--- src/rtl/afd_pkg.sv ---
// Shared types and constants for the actuator frame decoder.
// No dependencies; imported by every module of the block.
`default_nettype none

package afd_pkg;

    localparam int FRAME_LEN  = 8;
    localparam int IDX_W      = $clog2(FRAME_LEN);
    localparam int BYTE_W     = 8;
    localparam int S_DATA_W   = 8;
    localparam int M_DATA_W   = 16;
    localparam int M_USER_W   = 5;

    localparam logic [BYTE_W-1:0] HDR_CHAR   = 8'h3C;   // '<'
    localparam logic [BYTE_W-1:0] MOTOR_CHAR = 8'h4D;   // 'M'
    localparam logic [BYTE_W-1:0] SERVO_CHAR = 8'h53;   // 'S'
    localparam logic [BYTE_W-1:0] ASCII_ZERO = 8'd48;

    typedef logic [IDX_W-1:0] t_idx;
    typedef logic [FRAME_LEN-1:0][BYTE_W-1:0] t_frame;

    typedef enum logic [1:0] {
        KIND_NONE  = 2'd0,
        KIND_MOTOR = 2'd1,
        KIND_SERVO = 2'd2
    } t_kind;

    // Completed frame handed from the collector to the decoder.
    typedef struct packed {
        logic   vld;
        t_frame bytes;
    } t_frm_xfer;

    typedef struct packed {
        logic              found;
        t_kind             first_kind;
        logic [BYTE_W-1:0] first_value;
        t_kind             second_kind;
        logic [BYTE_W-1:0] second_value;
    } t_result;

endpackage

`default_nettype wire

--- src/rtl/afd_collect.sv ---
// Byte collector: gathers received bytes into a frame and holds the completed
// frame until the decoder takes it. Depends on afd_pkg.
`default_nettype none

module afd_collect import afd_pkg::*; (
    input  wire logic              i_clk,
    input  wire logic              i_rst_n,
    input  wire logic              i_s_valid,
    input  wire logic [BYTE_W-1:0] i_s_data,
    output logic                   o_s_ready,
    input  wire logic              i_take,
    output t_frm_xfer              o_frm
);

    localparam t_idx LAST = t_idx'(FRAME_LEN - 1);

    t_idx              r_count;
    logic              r_frm_vld;
    logic [BYTE_W-1:0] r_bytes [FRAME_LEN-1];
    t_frame            r_frame;
    t_frame            n_frame;
    logic              accept;
    logic              last_byte;

    assign o_s_ready = !r_frm_vld || i_take;
    assign accept    = i_s_valid && o_s_ready;
    assign last_byte = (r_count == LAST);

    // The final byte goes straight into the snapshot, never into the buffer.
    always_comb begin
        for (int i = 0; i < FRAME_LEN - 1; i++) begin
            n_frame[i] = r_bytes[i];
        end
        n_frame[FRAME_LEN-1] = i_s_data;
    end

    always_ff @(posedge i_clk) begin
        if (!i_rst_n) begin
            r_count   <= '0;
            r_frm_vld <= 1'b0;
        end else begin
            if (accept) begin
                r_count <= r_count + t_idx'(1);
            end
            if (accept && last_byte) begin
                r_frm_vld <= 1'b1;
            end else if (i_take) begin
                r_frm_vld <= 1'b0;
            end
        end
    end

    always_ff @(posedge i_clk) begin
        if (accept && !last_byte) begin
            r_bytes[r_count] <= i_s_data;
        end
        if (accept && last_byte) begin
            r_frame <= n_frame;
        end
    end

    assign o_frm.vld   = r_frm_vld;
    assign o_frm.bytes = r_frame;

endmodule

`default_nettype wire

--- src/rtl/afd_decode.sv ---
// Frame decoder: header search, command decode and the result register.
// Depends on afd_pkg.
`default_nettype none

module afd_decode import afd_pkg::*; (
    input  wire logic      i_clk,
    input  wire logic      i_rst_n,
    input  wire t_frm_xfer i_frm,
    output logic           o_take,
    output logic           o_m_valid,
    input  wire logic      i_m_ready,
    output t_result        o_res
);

    function automatic t_kind kind_of(input logic [BYTE_W-1:0] sel);
        t_kind k;
        k = KIND_NONE;
        if (sel == MOTOR_CHAR) begin
            k = KIND_MOTOR;
        end else if (sel == SERVO_CHAR) begin
            k = KIND_SERVO;
        end
        return k;
    endfunction

    // (units-48) + (tens-48)*10, modulo 256; tens*10 as two shifts
    function automatic logic [BYTE_W-1:0] value_of(input logic [BYTE_W-1:0] tens,
                                                   input logic [BYTE_W-1:0] units);
        logic [BYTE_W-1:0] t;
        logic [BYTE_W-1:0] u;
        t = tens - ASCII_ZERO;
        u = units - ASCII_ZERO;
        return u + (t << 3) + (t << 1);
    endfunction

    logic [FRAME_LEN-1:0] hit;
    t_idx                 pos;
    t_result              n_res;
    t_result              r_res;
    logic                 r_vld;

    always_comb begin
        for (int i = 0; i < FRAME_LEN; i++) begin
            hit[i] = (i_frm.bytes[i] == HDR_CHAR);
        end
        // lowest matching position wins
        pos = '0;
        for (int i = FRAME_LEN - 1; i >= 0; i--) begin
            if (hit[i]) begin
                pos = t_idx'(i);
            end
        end
    end

    always_comb begin
        n_res = '0;
        if (|hit) begin
            n_res.found        = 1'b1;
            n_res.first_kind   = kind_of(i_frm.bytes[pos + t_idx'(1)]);
            n_res.first_value  = value_of(i_frm.bytes[pos + t_idx'(2)],
                                          i_frm.bytes[pos + t_idx'(3)]);
            n_res.second_kind  = kind_of(i_frm.bytes[pos + t_idx'(4)]);
            n_res.second_value = value_of(i_frm.bytes[pos + t_idx'(5)],
                                          i_frm.bytes[pos + t_idx'(6)]);
        end
    end

    assign o_take = i_frm.vld && (!r_vld || i_m_ready);

    always_ff @(posedge i_clk) begin
        if (!i_rst_n) begin
            r_vld <= 1'b0;
        end else if (o_take) begin
            r_vld <= 1'b1;
        end else if (i_m_ready) begin
            r_vld <= 1'b0;
        end
    end

    always_ff @(posedge i_clk) begin
        if (o_take) begin
            r_res <= n_res;
        end
    end

    assign o_m_valid = r_vld;
    assign o_res     = r_res;

endmodule

`default_nettype wire

--- src/rtl/actuator_frame_decoder_unit.sv ---
// Top level of the actuator frame decoder: byte collector plus decoder.
// Depends on afd_pkg, afd_collect and afd_decode.
//
//   channel | dir | payload                                      | handshake
//   s_      | in  | tdata[7:0] rx_byte                           | s_tvalid/s_tready
//   m_      | out | tdata: first_value, second_value            | m_tvalid/m_tready
//           |     | tuser: header_found, first_kind, second_kind |
//
// One byte per cycle sustained. After its eighth byte is accepted, a frame's result
// is held first in the frame snapshot register, then in the result register. Bytes
// are taken while a result waits; s_tready falls only when both the snapshot and
// the result register are full and m_tready is low.
// Synchronous active-low reset clears the byte count and both valid flags.
`default_nettype none

module actuator_frame_decoder_unit import afd_pkg::*; (
    input  wire logic                i_clk,
    input  wire logic                i_rst_n,
    input  wire logic                s_tvalid,
    output logic                     s_tready,
    input  wire logic [S_DATA_W-1:0] s_tdata,   // [7:0] rx_byte
    output logic                     m_tvalid,
    input  wire logic                m_tready,
    output logic [M_DATA_W-1:0]      m_tdata,   // [7:0] first_value, [15:8] second_value
    output logic [M_USER_W-1:0]      m_tuser    // [0] header_found, [2:1] first_kind,
                                                // [4:3] second_kind
);

    t_frm_xfer frm;
    logic      take;
    t_result   res;

    afd_collect u_collect (
        .i_clk     (i_clk),
        .i_rst_n   (i_rst_n),
        .i_s_valid (s_tvalid),
        .i_s_data  (s_tdata),
        .o_s_ready (s_tready),
        .i_take    (take),
        .o_frm     (frm)
    );

    afd_decode u_decode (
        .i_clk     (i_clk),
        .i_rst_n   (i_rst_n),
        .i_frm     (frm),
        .o_take    (take),
        .o_m_valid (m_tvalid),
        .i_m_ready (m_tready),
        .o_res     (res)
    );

    assign m_tdata = {res.second_value, res.first_value};
    assign m_tuser = {res.second_kind, res.first_kind, res.found};

endmodule

`default_nettype wire

--- config.mk ---
export PLATFORM = sky130hd
export DESIGN_NAME = actuator_frame_decoder_unit
export DESIGN_NICKNAME = d
export VERILOG_FILES = /design/src/rtl/afd_pkg.sv /design/src/rtl/afd_collect.sv /design/src/rtl/afd_decode.sv /design/src/rtl/actuator_frame_decoder_unit.sv
export SDC_FILE = /design/constraint.sdc
export NUM_CORES = 1
export LEC_CHECK = 0
export BUFFER_PORTS_ARGS = -buffer_cell sky130_fd_sc_hd__buf_4
export CAP_MARGIN = 20
export CORE_UTILIZATION = 55
export DETAILED_ROUTE_END_ITERATION = 8
export PLACE_DENSITY_LB_ADDON = 0.2
export SLEW_MARGIN = 10
export SYNTH_ARGS = -nofsm -noshare
export SYNTH_HDL_FRONTEND = slang
export SYNTH_SLANG_ARGS = --single-unit
--- constraint.sdc ---
create_clock -name i_clk -period 10.4 [get_ports i_clk]
set_clock_uncertainty 0.1 [all_clocks]
set_input_delay 2.08 -clock i_clk [delete_from_list [all_inputs] [get_ports i_clk]]
set_output_delay 2.08 -clock i_clk [all_outputs]
set_load 0.02 [all_outputs]
Word level (Yosys, flattened, before mapping)
Memories as Yosys holds them, arrays and structs flattened. A register that Yosys moved wholly into a read port is not among the register bits.
Cells that the tools add are included.
{ "classes": {"addsub": 15, "mul": 0, "div_mod_pow": 0, "n_lt_le_gt_ge": 6, "n_eq_ne": 13, "n_shift": 0, "n_mux": 31, "n_bitwise": 1, "reduce_logical": 14} }
{ "op_table": {"columns": ["operator", "n"], "rows": [
  ["binary-select mux 8 bit (select 3 bit)", 6],
  ["== test 8 x 6 -> 1 bit, second input constant", 8],
  ["adder 8 bit", 4],
  ["== test 8 x 7 -> 1 bit, second input constant", 4],
  ["two-way mux 8 bit", 4],
  ["less-than comparator 3 x 4 -> 1 bit, second input constant", 6],
  ["two-way mux 3 bit", 8],
  ["two-way mux 21 bit", 1],
  ["subtractor 8 x 6 -> 8 bit, second input constant", 2],
  ["two-way mux 7 bit", 2],
  ["subtractor 7 x 6 -> 7 bit, second input constant", 2],
  ["adder 3 bit, second input constant", 3],
  ["two-way mux 2 bit", 4],
  ["OR reduction 8 bit", 1],
  ["adder 3 x 1 -> 3 bit, second input constant", 2],
  ["adder 3 x 2 -> 3 bit, second input constant", 2],
  ["two-way mux 1 bit", 6],
  ["logical AND 1 bit", 4],
  ["nonzero test 2 bit", 2],
  ["OR reduction 2 bit", 2],
  ["== test 3 bit, second input constant", 1],
  ["logical NOT 1 bit", 3],
  ["logical OR 1 bit", 2],
  ["NOT 1 bit", 1]
]} }
{ "totals": {"reg_bits": 34, "latchBits": 0, "mem_bits_rw": 56, "romBits": 0, "input_bits": 12, "output_inout_bits": 23, "elab_cells": 92, "n_memories": 1} }
{ "memory_table": {"columns": ["name", "depth", "word_bits", "read_ports", "rd_ports_with_merged_regs", "write_ports", "line_no", "rtl"], "rows": [
  ["u_collect.r_bytes", 7, 8, 7, 7, 1, "afd_collect.sv:19", "logic [BYTE_W-1:0] r_bytes [FRAME_LEN-1];"]
]} }

Longest topological paths before layout
{ "depth": {"word_depth": 16, "ltp_mapped": 27, "mapped_depth_nobuf": 23} }

Hierarchy
From an unflattened synthesis, not the netlist that was laid out.
{ "hier_totals": {"cells_unflattened": 649, "hier_area_um2": 8411.8} }
{ "modules_own_cells": {"columns": ["module", "n_inst", "cells_per_inst", "area_each_um2", "seq_area_each_um2"], "rows": [
  ["afd_decode", 1, 494, 4530.6, 650.6],
  ["afd_collect", 1, 155, 3881.2, 3683.5]
]} }

Worst setup path before layout
Ideal clock, no wire load.
{ "synth_path": {"path_type": "reg-to-reg", "start": "register u_collect.r_frame (netlist bit u_collect.o_frm[47]) (read register of u_collect.r_bytes)", "end": "register u_decode.r_res (netlist bit u_decode.o_res[7]) (data pin)", "setup_ps": 140, "t_arrival_ps": 6221, "required_ps": 10160, "setup_slack_ps": 3939, "stages_incl_launch_ff": 26, "path_buffers": 5, "synth_period_minus_slack_ps": 6461, "cell_sequence": "edfxtp_1 > and4bb_1 > nand4_2 > a311o_2 > a21o_4 > buf_2 > buf_2 > clkbuf_1 > buf_2 > ha_1 > buf_1 > mux4_2 > mux2i_1 > xor2_1 > ha_1 > o21bai_1 > fa_1 > inv_1 > fa_1 > inv_1 > a21o_1 > a21oi_1 > xnor2_1 > xnor2_1 > xnor3_1 > nor2_1"} }
{ "synth_via": {"elab_chain_cells": 13, "word_cells_on_any_way": 18, "classes_between": "add/sub (6); eq/ne (1); mux (10); reduce/logical (1)"} }
{ "synth_rtl": {"columns": ["element", "line_no", "rtl"], "rows": [
  ["start, declared", "afd_collect.sv:20", "t_frame r_frame;"],
  ["== test 8 x 6 -> 1 bit", "afd_decode.sv:44", "hit[i] = (i_frm.bytes[i] == HDR_CHAR);"],
  ["two-way mux 3 bit (6 in series)", "afd_decode.sv:49", "if (hit[i]) begin"],
  ["adder 3 bit (on tied branches)", "afd_decode.sv:64, afd_decode.sv:63", null],
  ["binary-select mux 8 bit (select 3 bit) (on tied branches)", "afd_decode.sv:64, afd_decode.sv:63", null],
  ["two-way mux 8 bit (not written as such) / two-way mux 7 bit (equally long branches)", "afd_decode.sv:64, afd_decode.sv:63", null],
  ["subtractor 8 x 6 -> 8 bit / subtractor 7 x 6 -> 7 bit (equally long branches)", "afd_decode.sv:32, afd_decode.sv:31", null],
  ["adder 8 bit (2 in series)", "afd_decode.sv:33", "return u + (t << 3) + (t << 1);"],
  ["end signal, assigned", "afd_decode.sv:82", "r_res <= n_res;"],
  ["end, declared", "afd_decode.sv:39", "t_result r_res;"]
]} }
Parallel ways exist; a longest one is shown, timed or not. The select of a mux whose other input is x is not followed.
A chain may end at the register's enable or synchronous reset.

Worst setup path after layout
{ "layout_path": {"start": "register u_collect.r_frame (netlist bit u_collect.o_frm[54]) (read register of u_collect.r_bytes)", "end": "register u_decode.r_res (netlist bit u_decode.o_res[7]) (data pin)"} }
{ "layout_via": {"elab_chain_cells": 14, "word_cells_on_any_way": 19, "classes_between": "add/sub (6); eq/ne (1); mux (11); reduce/logical (1)"} }
{ "layout_rtl": {"columns": ["element", "line_no"], "rows": [
  ["== test 8 x 6 -> 1 bit", "afd_decode.sv:44"],
  ["two-way mux 3 bit (7 in series)", "afd_decode.sv:49"],
  ["adder 3 bit (on tied branches)", "afd_decode.sv:64, afd_decode.sv:63"],
  ["binary-select mux 8 bit (select 3 bit) (on tied branches)", "afd_decode.sv:64, afd_decode.sv:63"],
  ["two-way mux 8 bit (not written as such) / two-way mux 7 bit (equally long branches)", "afd_decode.sv:64, afd_decode.sv:63"],
  ["subtractor 8 x 6 -> 8 bit / subtractor 7 x 6 -> 7 bit (equally long branches)", "afd_decode.sv:32, afd_decode.sv:31"],
  ["adder 8 bit (2 in series)", "afd_decode.sv:33"]
]} }
Parallel ways exist; a longest one is shown, timed or not. The select of a mux whose other input is x is not followed.

==> out/metrics.json <==
{
  "outcome": {"value": "finished clean"},
  "number_of_cells_traversed_by_the_worst_hold_path": {"value": 0},
  "ys_warn_count": {"value": 0},
  "whs": {"value": 315, "unit": "ps"},
  "fp-row-count": {"value": 44},
  "portBuffers": {"value": 34},
  "cts_hold_repair.buffers": {"value": 0},
  "syn-mean-instance-area": {"value": 12.3, "unit": "um^2"},
  "grt_start_max_net_pins": {"value": 65},
  "avgViaCountPerCell": {"value": 6.28},
  "setup_viol_count_final": {"value": 0},
  "antenna_found_initial": {"value": 0},
  "power.total": {"value": 1.33, "unit": "mW"},
  "max_clock_buf_depth": {"value": 2},
  "clock.fmax": {"value": 143, "unit": "MHz"},
  "synth_enable_flop_cells": {"value": 141},
  "vdd_ir_drop_max": {"value": 140, "unit": "uV"},
  "cts_repair_resize_count": {"value": 0},
  "layout_commonest_cell": {"value": "sky130_fd_sc_hd__edfxtp_1"},
  "critical_path.cell_chain": {"value": "nand4bb_1 -> nor3_1 -> o211ai_1 -> a21oi_4 -> buf_4 -> inv_1 -> ha_1 -> mux4_2 -> mux2i_1 -> xor2_1 -> ha_1 -> o21bai_1 -> fa_1 -> inv_1 -> fa_1 -> inv_1 -> a21o_1 -> a21oi_1 -> xnor2_1 -> xnor2_1 -> xnor3_1 -> nor2_1"},
  "core": {"value": 0.0146, "unit": "mm^2"},
  "fill_cells": {"value": 1128},
  "synthFlopType": {"value": "sky130_fd_sc_hd__edfxtp_1"},
  "pwr_density_cell": {"value": 141, "unit": "mW/mm^2"},
  "timing.critical_path.arrival": {"value": 7160, "unit": "ps"},
  "synth.distinct_cells": {"value": 70},
  "cp_top_family": {"value": "adder cells"},
  "worst-path-buf-inv": {"value": 4},
  "period_needed": {"value": 6970, "unit": "ps"},
  "holdCritPathClass": {"value": "register to register"},
  "h-tree-depth": {"value": 4},
  "crit_path_end_kind": {"value": "register"},
  "first_global_vias": {"value": 5708},
  "cts_setup_buffers": {"value": 0},
  "via_count": {"value": 5688},
  "clk_transition_reported_paths": {"value": 60, "unit": "ps"},
  "syn_inst": {"value": 676},
  "r2r_cells": {"value": 22},
  "final_min_period_over_clock_period": {"value": 67.0, "unit": "%"},
  "cp.required": {"value": 10590, "unit": "ps"},
  "cpPeakStageDelay": {"value": 710, "unit": "ps"},
  "clk_root_buffer_cell": {"value": "sky130_fd_sc_hd__clkbuf_16"},
  "global_route.overflow_total": {"value": 0},
  "drt_pass1_iterations": {"value": 7},
  "hold_viol": {"value": 0},
  "wl_per_cell": {"value": 23.9, "unit": "um"},
  "number_of_drc_markers_in_iteration_0": {"value": 500},
  "routed_wire_length": {"value": 21.7, "unit": "mm"},
  "rsz0062_at_grt": {"value": "false"},
  "dieWidth": {"value": 125, "unit": "um"},
  "gp_congestion": {"value": 0.934},
  "synth-seq-cells": {"value": 146},
  "critPathSlowestCell": {"value": "sky130_fd_sc_hd__ha_1"},
  "gr_usage_total": {"value": 29.2, "unit": "%"},
  "area_growth": {"value": 12.7, "unit": "%"},
  "fin_setup_tns": {"value": 0, "unit": "ps"},
  "timing.final.max_slew_violations": {"value": 0},
  "syn-num-nets": {"value": 726},
  "post_synth_instance_area": {"value": 0.00834, "unit": "mm^2"},
  "die-area": {"value": 0.0157, "unit": "mm^2"},
  "ys_async_sr_fraction": {"value": 0, "unit": "%"},
  "cellLeakagePower": {"value": 3.58, "unit": "nW"},
  "grt_pass1_wl": {"value": 33.2, "unit": "mm"},
  "chipHeight": {"value": 125, "unit": "um"},
  "timing.critical_path.fanout_max": {"value": 48},
  "drtAntennaViolNets": {"value": 0},
  "clkSinkCount": {"value": 146},
  "final_util": {"value": 64.2, "unit": "%"},
  "hpwl": {"value": 15.7, "unit": "mm"},
  "cell_depth_of_the_worst_setup_path": {"value": 22},
  "start_util": {"value": 57.0, "unit": "%"},
  "post-route-drc-count": {"value": 0},
  "critical_path_class": {"value": "register to register"},
  "dp_cells": {"value": 873},
  "drive_gt1_share": {"value": 17.0, "unit": "%"},
  "yosysSeqAreaShare": {"value": 52.0, "unit": "%"},
  "layoutNonFillerInstCount": {"value": 906},
  "worst_slew_margin_rel": {"value": 33.1, "unit": "%"},
  "layout.cells.most_common_list": {"value": "141 x sky130_fd_sc_hd__edfxtp_1, 89 x sky130_fd_sc_hd__nand2_1, 74 x sky130_fd_sc_hd__mux2i_1"},
  "tritoncts": {"value": "yes"},
  "max_cap_violations": {"value": 0},
  "numCtsBuffers": {"value": 17},
  "clock_latency": {"value": 430, "unit": "ps"},
  "timing.critical_path.from_type": {"value": "register"},
  "ioPinCount": {"value": 35},
  "antenna_cells_inserted": {"value": 0},
  "worstMarginPinSlew": {"value": 978, "unit": "ps"},
  "crit_top_cell": {"value": "sky130_fd_sc_hd__inv_1"},
  "nets": {"value": 759}
}
cell type report:
type,count,area (um^2),share of cell area (%)
flip-flops and latches,146,4330,46.1
inverters,26,103,1.09
multi-input cells,474,3760,40.0
clock inverters,13,200,2.13
well taps,184,230,2.45
repair buffers,44,338,3.59
clock buffers,19,433,4.61
worst paths after layout:
path	slack, ps	to	startpoint
worst max-delay path	3430	u_decode.o_res[7]	u_collect.o_frm[54]
worst min-delay path	320	u_collect.o_frm[46]	u_collect.r_bytes[5][6]
worst max register to register	3430	u_decode.o_res[7]	u_collect.o_frm[54]
worst min register to register	320	u_collect.o_frm[46]	u_collect.r_bytes[5][6]
worst register-to-register path: stages, from the launching register on:
cell and delay (ps):
sky130_fd_sc_hd__edfxtp_1 500, sky130_fd_sc_hd__nand4bb_1 250, sky130_fd_sc_hd__nor3_1 260, sky130_fd_sc_hd__o211ai_1 240, sky130_fd_sc_hd__a21oi_4 200, sky130_fd_sc_hd__buf_4 530, sky130_fd_sc_hd__inv_1 430, sky130_fd_sc_hd__ha_1 710
sky130_fd_sc_hd__mux4_2 590, sky130_fd_sc_hd__mux2i_1 410, sky130_fd_sc_hd__xor2_1 140, sky130_fd_sc_hd__ha_1 200, sky130_fd_sc_hd__o21bai_1 180, sky130_fd_sc_hd__fa_1 550, sky130_fd_sc_hd__inv_1 70, sky130_fd_sc_hd__fa_1 460
sky130_fd_sc_hd__inv_1 70, sky130_fd_sc_hd__a21o_1 110, sky130_fd_sc_hd__a21oi_1 70, sky130_fd_sc_hd__xnor2_1 200, sky130_fd_sc_hd__xnor2_1 160, sky130_fd_sc_hd__xnor3_1 330, sky130_fd_sc_hd__nor2_1 90
registers in the layout, summed over array words and instances, names as in the netlist:
signal / flops
u_collect.o_frm: 64
u_collect.r_bytes: 56
u_collect.r_count: 3
u_collect.r_frm_vld: 1
u_decode.o_m_valid: 1
u_decode.o_res: 21
cell usage after synthesis, types with 4 or more instances:
master | n | area (um^2)
sky130_fd_sc_hd__nand4bb_1 | 4 | 45.0
sky130_fd_sc_hd__buf_4 | 4 | 30.0
sky130_fd_sc_hd__ha_1 | 32 | 400
sky130_fd_sc_hd__xnor2_1 | 9 | 78.8
sky130_fd_sc_hd__a211oi_1 | 6 | 45.0
sky130_fd_sc_hd__clkbuf_1 | 11 | 41.3
sky130_fd_sc_hd__and3_1 | 4 | 25.0
sky130_fd_sc_hd__a311oi_1 | 4 | 35.0
sky130_fd_sc_hd__nor3b_1 | 4 | 30.0
sky130_fd_sc_hd__nand2_1 | 89 | 334
sky130_fd_sc_hd__o21ai_0 | 16 | 80.1
sky130_fd_sc_hd__dfxtp_1 | 5 | 100
sky130_fd_sc_hd__nand4_1 | 4 | 25.0
sky130_fd_sc_hd__mux4_2 | 13 | 293
sky130_fd_sc_hd__nor2b_1 | 13 | 81.3
sky130_fd_sc_hd__nand3_1 | 32 | 160
sky130_fd_sc_hd__inv_1 | 24 | 90.1
sky130_fd_sc_hd__fa_1 | 6 | 120
sky130_fd_sc_hd__a21oi_1 | 21 | 105
sky130_fd_sc_hd__xor2_1 | 8 | 70.1
sky130_fd_sc_hd__a21o_1 | 7 | 52.6
sky130_fd_sc_hd__nor2_1 | 39 | 146
sky130_fd_sc_hd__and4bb_1 | 4 | 50.1
sky130_fd_sc_hd__edfxtp_1 | 141 | 4230
sky130_fd_sc_hd__nor3_1 | 5 | 25.0
sky130_fd_sc_hd__mux2i_1 | 74 | 741
sky130_fd_sc_hd__mux2_2 | 15 | 169
sky130_fd_sc_hd__buf_2 | 11 | 55.1
cell families (layout without fill, tap and decap cells):
logic type | count (synthesis) | count (layout) | synth area share [%]
fa+ha+maj | 38 | 38 | 6.24
mux | 105 | 105 | 15.1
flops | 146 | 146 | 52.0
xor+xnor | 22 | 22 | 2.91
simple gates | 225 | 225 | 13.7
compound gates | 84 | 84 | 6.87
buf+inv | 56 | 102 | 3.19
report_power, final:
| part | internal (mW) | switching, mW | leakage, nW |
|---|---|---|---|
| Combinational | 0.00568 | 0.0104 | 1.98 |
| Clock | 0.407 | 0.252 | 0.304 |
| Sequential | 0.648 | 0.00278 | 1.30 |
metal layers:
| metal | GRT usage (%) | wire, um | vias up |
|---|---|---|---|
| li1 | - | - | 2602 |
| met1 | 38.6 | 9280 | 2807 |
| met2 | 47.3 | 10300 | 242 |
| met3 | 5.91 | 1510 | 37 |
| met4 | 12.1 | 614 | 0 |
| met5 | 0 | 0 | - |
stage by stage:
stage                     instance area [um^2]  setup WS, ps
after floorplan                           8340          3940
after global placement                    8750          3640
after detailed placement                  8750          3490
after CTS                                 9390          3460
after global routing                      9400          3010
final                                     9400          3430
(Power assumes the default switching activity.)
